$ cat src/rtl/gtg_pkg.sv
// Package with shared types, constants and the CORDIC angle table.
package gtg_pkg;

    localparam int unsigned ATAN_LEN = 24;
    localparam logic signed [19:0] HALF_PI_Q16 = 20'sd102944;
    localparam logic signed [15:0] PI_Q12 = 16'sd12868;

    typedef enum logic [2:0] {
        REG_TARGET_X  = 3'd0,
        REG_TARGET_Y  = 3'd1,
        REG_GAIN      = 3'd2,
        REG_MAX_SPEED = 3'd3,
        REG_DIST_THR  = 3'd4,
        REG_ANG_THR   = 3'd5
    } t_reg_idx;

    typedef struct packed {
        logic [15:0] target_x;
        logic [15:0] target_y;
        logic [15:0] gain;
        logic [15:0] max_speed;
        logic [15:0] dist_thr;
        logic [14:0] ang_thr;
    } t_cfg;

    typedef struct packed {
        logic [15:0] pos_x;
        logic [15:0] pos_y;
        logic [14:0] heading;
    } t_pose;

    typedef struct packed {
        logic [15:0] linear_speed;
        logic [14:0] angular_speed;
    } t_cmd;

    function automatic logic signed [19:0] atan_q16(input int unsigned i);
        logic signed [19:0] t;
        unique case (i)
            0: t = 20'sd51472;
            1: t = 20'sd30386;
            2: t = 20'sd16055;
            3: t = 20'sd8150;
            4: t = 20'sd4091;
            5: t = 20'sd2047;
            6: t = 20'sd1024;
            7: t = 20'sd512;
            8: t = 20'sd256;
            9: t = 20'sd128;
            10: t = 20'sd64;
            11: t = 20'sd32;
            12: t = 20'sd16;
            13: t = 20'sd8;
            14: t = 20'sd4;
            15: t = 20'sd2;
            16: t = 20'sd1;
            default: t = 20'sd0;
        endcase
        return t;
    endfunction

endpackage

$ cat src/rtl/gtg_if.sv


interface gtg_cfg_if;
    logic        valid;
    logic        ready;
    logic [2:0]  index;
    logic [15:0] wdata;
    modport source (output valid, output index, output wdata, input ready);
    modport sink (input valid, input index, input wdata, output ready);
endinterface

$ cat src/rtl/gtg_regs.sv
// Configuration register file.
module gtg_regs (
    input  logic           i_clk,
    input  logic           i_rst_n,
    gtg_cfg_if.sink        cfg,
    output gtg_pkg::t_cfg  o_cfg
);
    import gtg_pkg::*;

    t_cfg r_cfg;

    assign cfg.ready = 1'b1;
    assign o_cfg     = r_cfg;

    always_ff @(posedge i_clk) begin
        if (!i_rst_n) begin
            r_cfg.target_x  <= 16'd0;
            r_cfg.target_y  <= 16'd0;
            r_cfg.gain      <= 16'd4096;
            r_cfg.max_speed <= 16'd12288;
            r_cfg.dist_thr  <= 16'd410;
            r_cfg.ang_thr   <= 15'd819;
        end else if (cfg.valid) begin
            unique case (cfg.index)
                REG_TARGET_X:  r_cfg.target_x  <= cfg.wdata;
                REG_TARGET_Y:  r_cfg.target_y  <= cfg.wdata;
                REG_GAIN:      r_cfg.gain      <= cfg.wdata;
                REG_MAX_SPEED: r_cfg.max_speed <= cfg.wdata;
                REG_DIST_THR:  r_cfg.dist_thr  <= cfg.wdata;
                REG_ANG_THR:   r_cfg.ang_thr   <= cfg.wdata[14:0];
                default: ;
            endcase
        end
    end
endmodule

$ cat src/flat_wrapper.sv
// flat-port wrapper written by rule: the top's interface ports become plain ports
module gtg_regs_flat import gtg_pkg::*;
  (i_clk, i_rst_n, o_cfg, cfg_valid, cfg_index, cfg_wdata, cfg_ready);
  gtg_cfg_if cfg_i ();
  input  logic i_clk;
  input  logic i_rst_n;
  output gtg_pkg::t_cfg o_cfg;
  input wire logic [$bits(cfg_i.valid)-1:0] cfg_valid;
  input wire logic [$bits(cfg_i.index)-1:0] cfg_index;
  input wire logic [$bits(cfg_i.wdata)-1:0] cfg_wdata;
  output wire logic [$bits(cfg_i.ready)-1:0] cfg_ready;
  assign cfg_i.valid = cfg_valid;
  assign cfg_i.index = cfg_index;
  assign cfg_i.wdata = cfg_wdata;
  assign cfg_ready = cfg_i.ready;
  gtg_regs u_core (.i_clk(i_clk), .i_rst_n(i_rst_n), .cfg(cfg_i), .o_cfg(o_cfg));
endmodule
$ cat config.mk
export PLATFORM = sky130hd
export DESIGN_NAME = gtg_regs_flat
export DESIGN_NICKNAME = d
export VERILOG_FILES = /design/src/rtl/gtg_pkg.sv /design/src/rtl/gtg_if.sv /design/src/rtl/gtg_regs.sv /design/src/flat_wrapper.sv
export SDC_FILE = /design/constraint.sdc
export NUM_CORES = 1
export LEC_CHECK = 0
export BUFFER_PORTS_ARGS = -buffer_cell sky130_fd_sc_hd__buf_2
export CORE_MARGIN = 2
export CORE_UTILIZATION = 54
export DETAILED_ROUTE_END_ITERATION = 6
export PLACE_DENSITY = 0.95
export SETUP_SLACK_MARGIN = 0.3
export SLEW_MARGIN = 20
export SYNTH_ARGS = -nofsm -noshare
export SYNTH_HDL_FRONTEND = slang
export SYNTH_SLANG_ARGS = --single-unit
$ cat constraint.sdc
create_clock -name i_clk -period 3.6 [get_ports i_clk]
set_clock_uncertainty 0.05 [all_clocks]
set_input_delay 0.18 -clock i_clk [delete_from_list [all_inputs] [get_ports i_clk]]
set_output_delay 0.18 -clock i_clk [all_outputs]
set_load 0.03 [all_outputs]
## Word level (Yosys, flattened, before mapping)

Index checks and enable logic that the tools add are counted.

| storage, ports and cells | value |
|---|---|
| register bits after elaboration | 95 |
| input port bits | 22 |
| output and inout port bits | 96 |
| word-level logic and storage cells | 18 |

| operators by class | value |
|---|---|
| eq/ne operators | 5 |
| reduce and logical (&&, ||, !) cells | 7 |

Operator list:

| kind | number |
|---|---|
| AND reduction 2 bit | 6 |
| equality test 3 x 2 -> 1 bit, second input constant | 2 |
| equality test 3 bit, second input constant | 2 |
| equality test 3 x 1 -> 1 bit, second input constant | 1 |
| zero test 3 bit | 1 |

## Logic depth before layout (Yosys ltp)

Gate-level depths: netlist of run 1.

| logic depth | value |
|---|---|
| depth in word-level cells | 2 |
| gate-level depth with buffers | 4 |
| gate-level depth less buffers | 2 |

## Least setup slack after synthesis of run 1

OpenSTA, ideal clock, no wires.

| path | value |
|---|---|
| path type | input to register |
| from | input cfg_index[2] |
| to | register u_core.r_cfg (netlist bit u_core.o_cfg[93]) |
| library setup time | 0.123 ns |
| arrival time | 1.129 ns |
| required time | 3.427 ns |
| slack | 2.298 ns |
| stages | 4 |
| buffers on the path | 2 |
| path through | or4b_1 > buf_2 > buf_6 > mux2i_1 |

| on the way | value |
|---|---|
| cells in the longest elaborated chain, start to end | 2 |

Ends and longest elaborated chain:

| what | line | text |
|---|---|---|
| start, declared | flat_wrapper.sv:9 | `input wire logic [$bits(cfg_i.index)-1:0] cfg_index;` |
| zero test 3 bit | gtg_regs.sv:24 | `unique case (cfg.index)` |
| AND reduction 2 bit (no line) | n/a |  |
| end, declared | gtg_regs.sv:10 | `t_cfg r_cfg;` |

No other way between the ends.
A chain may end at the register's enable or synchronous reset.

==> metrics, run 1 <==
status=complete, no violations; clk sinks=95; Max clock buf depth=2; die area=7280 um^2; reg-to-reg endpoint=u_core.o_cfg[74]; Mapped Cells=346; power share of the combinational group=9.7%; Pint=1.38 mW; Overall Power=1.88 mW; Antenna Nets Post-Route=0; Max-Slew Margin vs Limit=29.0%; Yosys top cell area share=53.2%; FMAX=701 MHz; worst path required time=3.83 ns; Seq/Total Area, Yosys=53.2%; Detailed Route WL=8740 um; initial drt markers=151; post-DP HPWL=6100 um; Diodes inserted=0; Wirelength per Cell=16.4 um; Via Count=2780; Hold Crit Class=primary input to register; Initial Util=56.0%; CP arrival=1.65 ns; synth warn=0; MaxCap Viol Count=0; leakage=2.31 nW; Worst-Skew Late Latency=0.35 ns; first-pass GRT wire length=13700 um; kind of critical path=primary input to register; sequential share of power=57.7%; Final Setup Violations=0; final net count=472; fraction of layout cells with a size suffix above 1=29.2%; hold path depth=3; CTS Buf Count=9; Worst Setup End Kind=register; post-CTS setup buffers=0; hold_buf cts=0; Psw=0.501 mW; maximum VDD drop=0.000286 V; Slew @ Worst Pin=1.07 ns; Congestion Overflow GR=0; vias in the first global route=2763; initial antenna violation count=0; Global Route Usage Sum=24.3%; post-CTS resize count=0; Synth Cell Area=3570 um^2; Final Max Slew Viols=0; FP Rows=29; routability cong.=0.828; max reg flops=95; Unique masters post-synth=14; area grow syn2layout=20.9%; Critical Path End=u_core.o_cfg[74]; synth top area cells=dfxtp_1 (53%), mux2i_1 (27%), nand2_1 (10%); Pre-antenna DRT Iters=4; FF-to-FF setup slack=2.85 ns; CTS clk-pin slew, worst paths=0.09 ns; CTS tree=built; IO Count=118; Seq cells post-synth=95; hold slack=0.0458 ns; clock root buffer=clkbuf_8; post-route DRC violation count=0; final core occ=67.7%; PortBufs=116; pin count of the biggest net entering global routing=122; Final Hold Vio Count=0; switching share of total power=26.6%; Clk network pwr share=32.7%; H-Tree Depth=3; fin crit share=39.6%; Worst Path Max Fanout=121; RSZ-0062 raised after global routing=false; Syn Area/Cell=10.3 um^2; die width=85.3 um; CP Launch Point=i_rst_n; post-synth top area cell=dfxtp_1; syn nets=368; Setup crit start kind=primary input; R2R cell count=2; Setup TNS Final=0 ns; Final min period=1.43 ns; via/cell ratio=5.23; Die Height=85.3 um; core area=6390 um^2; Power per Cell Area=436 nW/um^2; FF-to-FF Start=u_core.o_cfg[74]
cell type report:
cell class | count | area, um^2
clock buffer | 11 | 131
clock inverter | 5 | 33.8
fill | 527 | 2070
multi-input combinational | 225 | 1550
sequential | 95 | 1900
tap | 77 | 96.3
timing repair buffer | 119 | 606
routing by layer:
layer	global-route usage, %	up-vias	share of wire [%]
met5	0	-	0
met4	11.3	0	1.9
met3	5.54	11	6.3
met2	39.1	87	48
met1	31.1	1333	44
li1	-	1349	-
layout by cell type, fill, tap and decap left out:
master and count:
nand4b_1 1, clkbuf_8 9, buf_4 4, clkinvlp_4 2, inv_6 1, mux2i_1 95, nand2_1 97, nor4bb_1 1
nand4bb_1 3, clkinv_2 2, clkbuf_1 2, conb_1 1, buf_2 115, dfxtp_1 95, nor2b_1 24, and4b_1 2
or4b_1 1
power groups by stage:
stage          registers (mW)  logic (mW)  clock network (mW)
4_1_cts                  1.09       0.182               0.621
5_1_grt                  1.09       0.194               0.665
3_5_place_dp             1.11       0.181                   0
3_3_place_gp             1.11       0.176                   0
6_report                 1.09       0.182               0.615
2_1_floorplan            1.16      0.0782                   0
per-stage QoR:
stage                     cells  worst slack [ns]  area, um^2
after floorplan             346              2.30        3570
after global placement      516              1.89        4160
after detailed placement    516              1.81        4160
after CTS                   532              2.18        4320
after global routing        532              1.99        4320
final                       532              2.17        4320
synthesized netlist by cell type (all sizes together):
library cell and instances:
nor4bb 1, nor2b 24, nand4bb 3, nand4b 1, mux2i 95, dfxtp 95, conb 1, clkbuf 15
and4b 2, buf 11, nand2 97, or4b 1
worst max-delay path, stage by stage:
cell and delay [ns]:
buf_4 0.77, nand2_1 0.40, mux2i_1 0.27
worst min path at each step:
stage	startpoint	to	slack (ns)
2_1_floorplan	cfg_wdata[0]	u_core.o_cfg[0]	0.30
3_3_place_gp	u_core.o_cfg[2]	u_core.o_cfg[2]	0.39
3_5_place_dp	u_core.o_cfg[24]	u_core.o_cfg[24]	0.39
4_1_cts	cfg_wdata[9]	u_core.o_cfg[9]	0.04
5_1_grt	cfg_wdata[4]	u_core.o_cfg[19]	0.07
6_report	cfg_wdata[9]	u_core.o_cfg[9]	0.05
logic make-up (layout without fill, tap and decap cells):
kind of cell / Yosys count / after routing / share of synthesized area, %
mux: 95 / 95 / 26.6
buf+inv: 26 / 135 / 3.36
flops: 95 / 95 / 53.2
other cells: 1 / 1 / 0.105
simple gates: 129 / 129 / 16.7
Power figures use the tool's default switching activity.
==> inputs of run 2 (changes only) <==
--- a/config.mk
+++ b/config.mk
@@ -5,11 +5,12 @@
 export SDC_FILE = /design/constraint.sdc
 export NUM_CORES = 1
 export LEC_CHECK = 0
+export ABC_AREA = 1
 export BUFFER_PORTS_ARGS = -buffer_cell sky130_fd_sc_hd__buf_2
 export CORE_MARGIN = 2
-export CORE_UTILIZATION = 54
+export CORE_UTILIZATION = 46
 export DETAILED_ROUTE_END_ITERATION = 6
-export PLACE_DENSITY = 0.95
+export PLACE_DENSITY = 0.87
 export SETUP_SLACK_MARGIN = 0.3
 export SLEW_MARGIN = 20
 export SYNTH_ARGS = -nofsm -noshare
==> constraint.sdc (replaced) <==
create_clock -name i_clk -period 1.3 [get_ports i_clk]
set_clock_uncertainty 0.05 [all_clocks]
set_input_delay 0.065 -clock i_clk [delete_from_list [all_inputs] [get_ports i_clk]]
set_output_delay 0.065 -clock i_clk [all_outputs]
set_load 0.03 [all_outputs]
==> metrics, run 2 <==
die width=94.8 um (was 85.3 um); commonest non-fill, non-tap cells in the layout=nor2_1 (162), nand2_1 (119), nand3_1 (92) (was buf_2 (115), nand2_1 (97), mux2i_1 (95), dfxtp_1 (95), nor2b_1 (24)); H-Tree Depth=3 (unchanged); wl on met1=4800 um (was 3860 um); worst path required time=1.55 ns (was 3.83 ns); Congestion Overflow GR=0 (unchanged); Hold Crit Class=primary input to register (unchanged); FF-to-FF setup slack=0.61 ns (was 2.85 ns); Via Count=3923 (was 2780); status=complete, no violations (unchanged); CP arrival=1.25 ns (was 1.65 ns); syn nets=558 (was 368); Met3 Wirelength=788 um (was 548 um); IO Count=118 (unchanged); leakage=2.45 nW (was 2.31 nW); top_reg_cell synth=dfxtp_1 (unchanged); Initial Util=46.8% (was 56.0%); Pre-antenna DRT Iters=5 (was 4); met2 wire length=6000 um (was 4170 um); RSZ-0062 raised after global routing=true (was false); fin crit share=77.2%; post-synth top area cell=dfxtp_1 (unchanged); core area=8090 um^2 (was 6390 um^2); Commonest cells post-synth=nor2_1 (162), nand2_1 (119), dfxtp_1 (95), nand3_1 (95), inv_1 (21) (was nand2_1 (97), dfxtp_1 (95), mux2i_1 (95)); Worst Setup End Kind=register (unchanged); Setup crit start kind=primary input (unchanged); dpl ws=0.0864 ns (was 1.81 ns); Cell Area, Placed=4450 um^2 (was 4160 um^2); Max clock buf depth=2 (unchanged); Final min period=1.00 ns; cell area after layout=5430 um^2 (was 4320 um^2); reg-to-reg endpoint=u_core.o_cfg[87] (was u_core.o_cfg[74]); Syn Area/Cell=7.07 um^2 (was 10.3 um^2); Yosys top cell area share=50.2% (was 53.2%); synth top area cells=dfxtp_1 (50%), nor2_1 (16%), nand3_1 (13%) (was dfxtp_1 (53%), mux2i_1 (27%), nand2_1 (10%)); die area=8980 um^2 (was 7280 um^2); FMAX=996 MHz; Diodes inserted=0 (unchanged); MaxCap Viol Count=0 (unchanged); routability cong.=0.782 (was 0.828); Detailed Route WL=12000 um (was 8740 um); area grow syn2layout=43.2% (was 20.9%); pin count of the biggest net entering global routing=96 (was 122); Unique masters post-synth=14 (unchanged); clk sinks=95 (unchanged); FF-to-FF Start=u_core.o_cfg[87] (was u_core.o_cfg[74]); CP Launch Point=cfg_wdata[4] (was i_rst_n); Worst-Skew Late Latency=0.35 ns (about the same); Critical Path End=u_core.o_cfg[35] (was u_core.o_cfg[74]); post-DP HPWL=7250 um (was 6100 um); Die Height=94.8 um (was 85.3 um); Overall Power=6.15 mW (was 1.88 mW); cell with the most instances after synthesis=nor2_1 (was nand2_1); initial antenna violation count=0 (unchanged); Top Metal Used=met4 (unchanged); Post-synth EDFFs=0 (unchanged); Setup TNS Final=0 ns (unchanged); Seq/Total Area, Yosys=50.2% (was 53.2%); Global Route Usage Sum=26.3% (was 24.3%); fraction of layout cells with a size suffix above 1=36.2% (was 29.2%); Final Setup Violations=0 (unchanged); Antenna Nets Post-Route=0 (unchanged); post-route DRC violation count=0 (unchanged); final net count=671 (was 472); Wirelength per Cell=15.8 um (was 16.4 um); Power per Cell Area=1130 nW/um^2 (was 436 nW/um^2); via/cell ratio=5.17 (was 5.23); CTS Buf Count=9 (unchanged); maximum VDD drop=0.000579 V (was 0.000286 V); first-pass GRT wire length=18000 um (was 13700 um); initial drt markers=262 (was 151); CTS clk-pin slew, worst paths=0.10 ns (was 0.09 ns); R2R cell count=2 (unchanged); Final Max Slew Viols=0 (unchanged); FP Rows=33 (was 29); final core occ=67.1% (was 67.7%); synth warn=0 (unchanged); most common cell after layout, fill and taps aside=nor2_1 (was buf_2); Synth Cell Area=3790 um^2 (was 3570 um^2); vias in the first global route=3614 (was 2763); PortBufs=116 (unchanged); Async SR Flop Fraction=0% (unchanged); CTS tree=built (unchanged); clock root buffer=clkbuf_8 (unchanged); Worst Path Max Fanout=4 (was 121); max reg flops=95 (unchanged); PnR worst setup slack=0.296 ns (was 2.17 ns); Mapped Cells=536 (was 346); Seq cells post-synth=95 (unchanged); kind of critical path=primary input to register (unchanged); Final Hold Vio Count=0 (unchanged)
run 2: cell types whose count changed after synthesis, sizes merged:
cell,previous run,this run
nand2,97,119
buf,11,28
nor2b,24,0
or4b,1,0
nand4bb,3,0
clkbuf,15,4
nor4bb,1,0
mux2i,95,0
nand3,0,95
nand4b,1,0
inv,0,22
and4b,2,0
nor2,0,172
run 2: cell type report:
| type | instances | area, um^2 |
|---|---|---|
| inverter | 22 | 93.8 |
| clock buffer | 10 | 138 |
| sequential | 95 | 2000 |
| clock inverter | 6 | 67.6 |
| multi-input combinational | 387 | 1640 |
| fill | 647 | 2670 |
| timing repair buffer | 134 | 1360 |
| tap | 105 | 131 |
run 2: worst min-delay path by stage:
| stage | start | endpoint | cells past startpoint |
|---|---|---|---|
| detailed placement | cfg_wdata[7] | u_core.o_cfg[22] | 3 |
| finish | cfg_wdata[15] | u_core.o_cfg[30] | 5 |
| floorplan | cfg_wdata[1] | u_core.o_cfg[16] | 2 |
| global placement | cfg_wdata[3] | u_core.o_cfg[18] | 3 |
| CTS | cfg_wdata[15] | u_core.o_cfg[30] | 5 |
| global route | cfg_wdata[15] | u_core.o_cfg[62] | 5 |
run 2: per-layer routing:
metal	vias to the layer above	GRT usage (%)
met4	0	11.4
met1	1833	33.0
met3	33	6.30
li1	1887	-
met5	-	0
met2	170	43.3
run 2: cells by family (layout without fill, tap and decap cells):
family                 count (synthesis)  after routing  synth area share [%]
buffers and inverters                 54            172                  7.03
other                                  1              1                0.0989
AND/OR/NAND/NOR                      386            386                  42.7
flip-flops                            95             95                  50.2
run 2: metrics by stage:
step,hold slack (ns),std cells
finish,0.114,759
global route,0.162,759
CTS,0.103,759
detailed placement,0.248,733
global placement,0.234,733
floorplan,0.128,536
run 2: timing repair:
action,in CTS,in global routing
hold endpoints to repair,14,0
cloned,0,0
pin swaps,0,3
endpoints found under the setup margin,91,96
resized for setup,124,146
buffers inserted,0,0
hold buffers,10,0
run 2: power breakdown:
| part | internal [mW] | switching (mW) | total (mW) |
|---|---|---|---|
| combinational | 0.379 | 0.645 | 1.02 |
| sequential | 3.03 | 0.0780 | 3.11 |
| clock | 0.953 | 1.07 | 2.02 |
| total | 4.36 | 1.79 | 6.15 |
run 2: worst max-delay path, stage by stage:
cell and delay [ns]:
dlygate4sd3_1 0.55, buf_4 0.15, clkinvlp_4 0.18, nand3_2 0.13, nand2_1 0.07, nor2_1 0.10
==> inputs of run 3 (changes only) <==
--- a/config.mk
+++ b/config.mk
@@ -5,12 +5,12 @@
 export SDC_FILE = /design/constraint.sdc
 export NUM_CORES = 1
 export LEC_CHECK = 0
-export ABC_AREA = 1
+export ABC_AREA = 0
 export BUFFER_PORTS_ARGS = -buffer_cell sky130_fd_sc_hd__buf_2
 export CORE_MARGIN = 2
-export CORE_UTILIZATION = 46
+export CORE_UTILIZATION = 50
 export DETAILED_ROUTE_END_ITERATION = 6
-export PLACE_DENSITY = 0.87
+export PLACE_DENSITY = 0.9
 export SETUP_SLACK_MARGIN = 0.3
 export SLEW_MARGIN = 20
 export SYNTH_ARGS = -nofsm -noshare
==> constraint.sdc (replaced) <==
create_clock -name i_clk -period 1 [get_ports i_clk]
set_clock_uncertainty 0.05 [all_clocks]
set_input_delay 0.05 -clock i_clk [delete_from_list [all_inputs] [get_ports i_clk]]
set_output_delay 0.05 -clock i_clk [all_outputs]
set_load 0.03 [all_outputs]
==> metrics, run 3 (synthesis results as in run 1) <==
failing checks=hold timing; Worst Setup End Kind=output pin (was register); Final Max Slew Viols=0 (unchanged); fraction of layout cells with a size suffix above 1=62.6% (was 36.2%); FF-to-FF Start=u_core.o_cfg[38] (was u_core.o_cfg[87]); area grow syn2layout=68.3% (was 43.2%); leakage=2.91 nW (was 2.45 nW); die area=7840 um^2 (was 8980 um^2); first-pass GRT wire length=16400 um (was 18000 um); Die Height=88.5 um (was 94.8 um); crit-path leading delay family=flip-flops (was buffers and inverters); Overall Power=8.13 mW (was 6.15 mW); maximum VDD drop=0.000971 V (was 0.000579 V); CP Launch Point=u_core.o_cfg[40] (was cfg_wdata[4]); cell area after layout=6010 um^2 (was 5430 um^2); Slowest cell on crit path=dfxtp_2 (was dlygate4sd3_1); most common cell after layout, fill and taps aside=buf_6 (was nor2_1); routability cong.=0.741 (was 0.782); Hold Crit Class=primary input to register (unchanged); initial drt markers=183 (was 262); Congestion Overflow GR=0 (unchanged); hold_buf cts=3 (was 10); ordered cell list for the critical path=buf_6 (was dlygate4sd3_1 > buf_4 > clkinvlp_4 > nand3_2 > nand2_1 > nor2_1); Pre-antenna DRT Iters=4 (was 5); CTS tree=built (unchanged); Antenna Nets Post-Route=0 (unchanged); Final Hold Vio Count=20 (was 0); MaxCap Viol Count=0 (unchanged); H-Tree Depth=3 (unchanged); Pint=6.03 mW (was 4.36 mW); fin crit share=100%; commonest non-fill, non-tap cells in the layout=buf_6 (120), dfxtp_2 (95), mux2i_1 (93) (was nor2_1 (162), nand2_1 (119), nand3_1 (92)); worst path required time=0.90 ns (was 1.55 ns); max reg flops=95 (unchanged); PortBufs=116 (unchanged); Via Count=3288 (was 3923); status=finished with violations (was complete, no violations); pin count of the biggest net entering global routing=41 (was 96); Global Route Usage Sum=28.0% (was 26.3%); fillcell total=317 (was 647); core area=6870 um^2 (was 8090 um^2); CTS clk-pin slew, worst paths=0.10 ns (about the same); kind of critical path=register to output pin (was primary input to register); die width=88.5 um (was 94.8 um); FP Rows=30 (was 33); power share of the combinational group=12.8% (was 16.6%); worst hold start=cfg_wdata[7] (was cfg_wdata[15]); Wirelength per Cell=21.8 um (was 15.8 um); Final Setup Violations=0 (unchanged); initial antenna violation count=0 (unchanged); via/cell ratio=5.44 (was 5.17); Cell Area, Placed=4480 um^2 (was 4450 um^2); post-DP HPWL=6160 um (was 7250 um); post-route DRC violation count=0 (unchanged); hold slack=-0.0636 ns (was 0.114 ns); final net count=526 (was 671); IO Count=118 (unchanged); Worst Path Max Fanout=2 (was 4); Setup crit start kind=register (was primary input); CTS Buf Count=9 (unchanged); Worst-Skew Late Latency=0.35 ns (about the same); clk sinks=95 (unchanged); Diodes inserted=0 (unchanged); Power per Cell Area=1350 nW/um^2 (was 1130 nW/um^2); FF-to-FF setup slack=0.06 ns (was 0.61 ns); Detailed Route WL=13200 um (was 12000 um); clock root buffer=clkbuf_8 (unchanged); RSZ-0062 raised after global routing=true (unchanged); sequential share of power=48.6% (was 50.5%); slowest stage delay, CP=0.39 ns (was 0.55 ns); CP arrival=0.90 ns (was 1.25 ns); Psw=2.10 mW (was 1.79 mW); Initial Util=52.0% (was 46.8%); Final min period=1.00 ns; switching share of total power=25.9% (was 29.1%); FMAX=1000 MHz; vias in the first global route=3136 (was 3614); Max clock buf depth=2 (unchanged); WP buf/inv=1 (was 3); Clk network pwr share=38.6% (was 32.9%)
## run 3: cell count changes in the layout (fill, tap and decap cells not counted), moves of 24 or more
cell,change
nand2_1,-48
nand3_1,-92
nor2_1,-162
nand2_2,+24
buf_6,+37
mux2i_1,+93
## run 3: final timing paths
check	endpoint	depth (start not counted)
max	o_cfg[40]	1
min	u_core.o_cfg[22]	3
max reg2reg	u_core.o_cfg[38]	4
min reg2reg	u_core.o_cfg[20]	2
## run 3: power by group through the flow
stage	Combinational, mW	Sequential, mW	Clock [mW]
floorplan	0.326	4.17	0
global route	1.08	3.96	3.29
finish	1.04	3.95	3.14
detailed placement	0.738	4.00	0
global placement	0.721	4.00	0
CTS	0.929	3.94	3.05
## run 3: what timing repair did
action,CTS,global route
resized for setup,270,47
setup buffers,18,15
pin swaps,3,3
setup endpoints to repair,147,175
gates cloned,3,1
hold endpoints to repair,46,25
## run 3: final cells by class
type,count,area [um^2],share of cell area (%)
clock buffers,9,124,2.06
clock inverters,6,116,1.94
multi-input cells,226,1740,28.9
flip-flops and latches,95,2020,33.6
well taps,96,120,2.00
repair buffers,172,1890,31.5
## run 3: per-layer routing
| metal | vias to the layer above | share of wire [%] | global-route usage, % |
|---|---|---|---|
| li1 | 1464 | - | - |
| met1 | 1629 | 38 | 33.7 |
| met2 | 170 | 55 | 49.3 |
| met3 | 25 | 5.2 | 6.34 |
| met4 | 0 | 2.5 | 10.1 |
| met5 | - | 0 | 0 |
## run 3: per-stage QoR
step                      utilization, %  instances  worst slack (ns)  setup TNS (ns)  hold WS [ns]
after detailed placement            65.2        549            -0.214           -8.15         0.288
after floorplan                        -        346            -0.137           -1.35         0.160
final                               87.5        604          0.000354               0       -0.0636
after CTS                           83.2        588            0.0525               0       -0.0647
after global placement              65.2        549            -0.196           -6.03         0.275
after global routing                87.5        604          -0.00436        -0.00436       -0.0639
## run 3: tightest hold or removal path, delay by kind of cell
family | cells | cell delay [ns]
and+or+nand+nor | 1 | 0.04
muxes | 1 | 0.12
buffers and inverters | 1 | 0.09
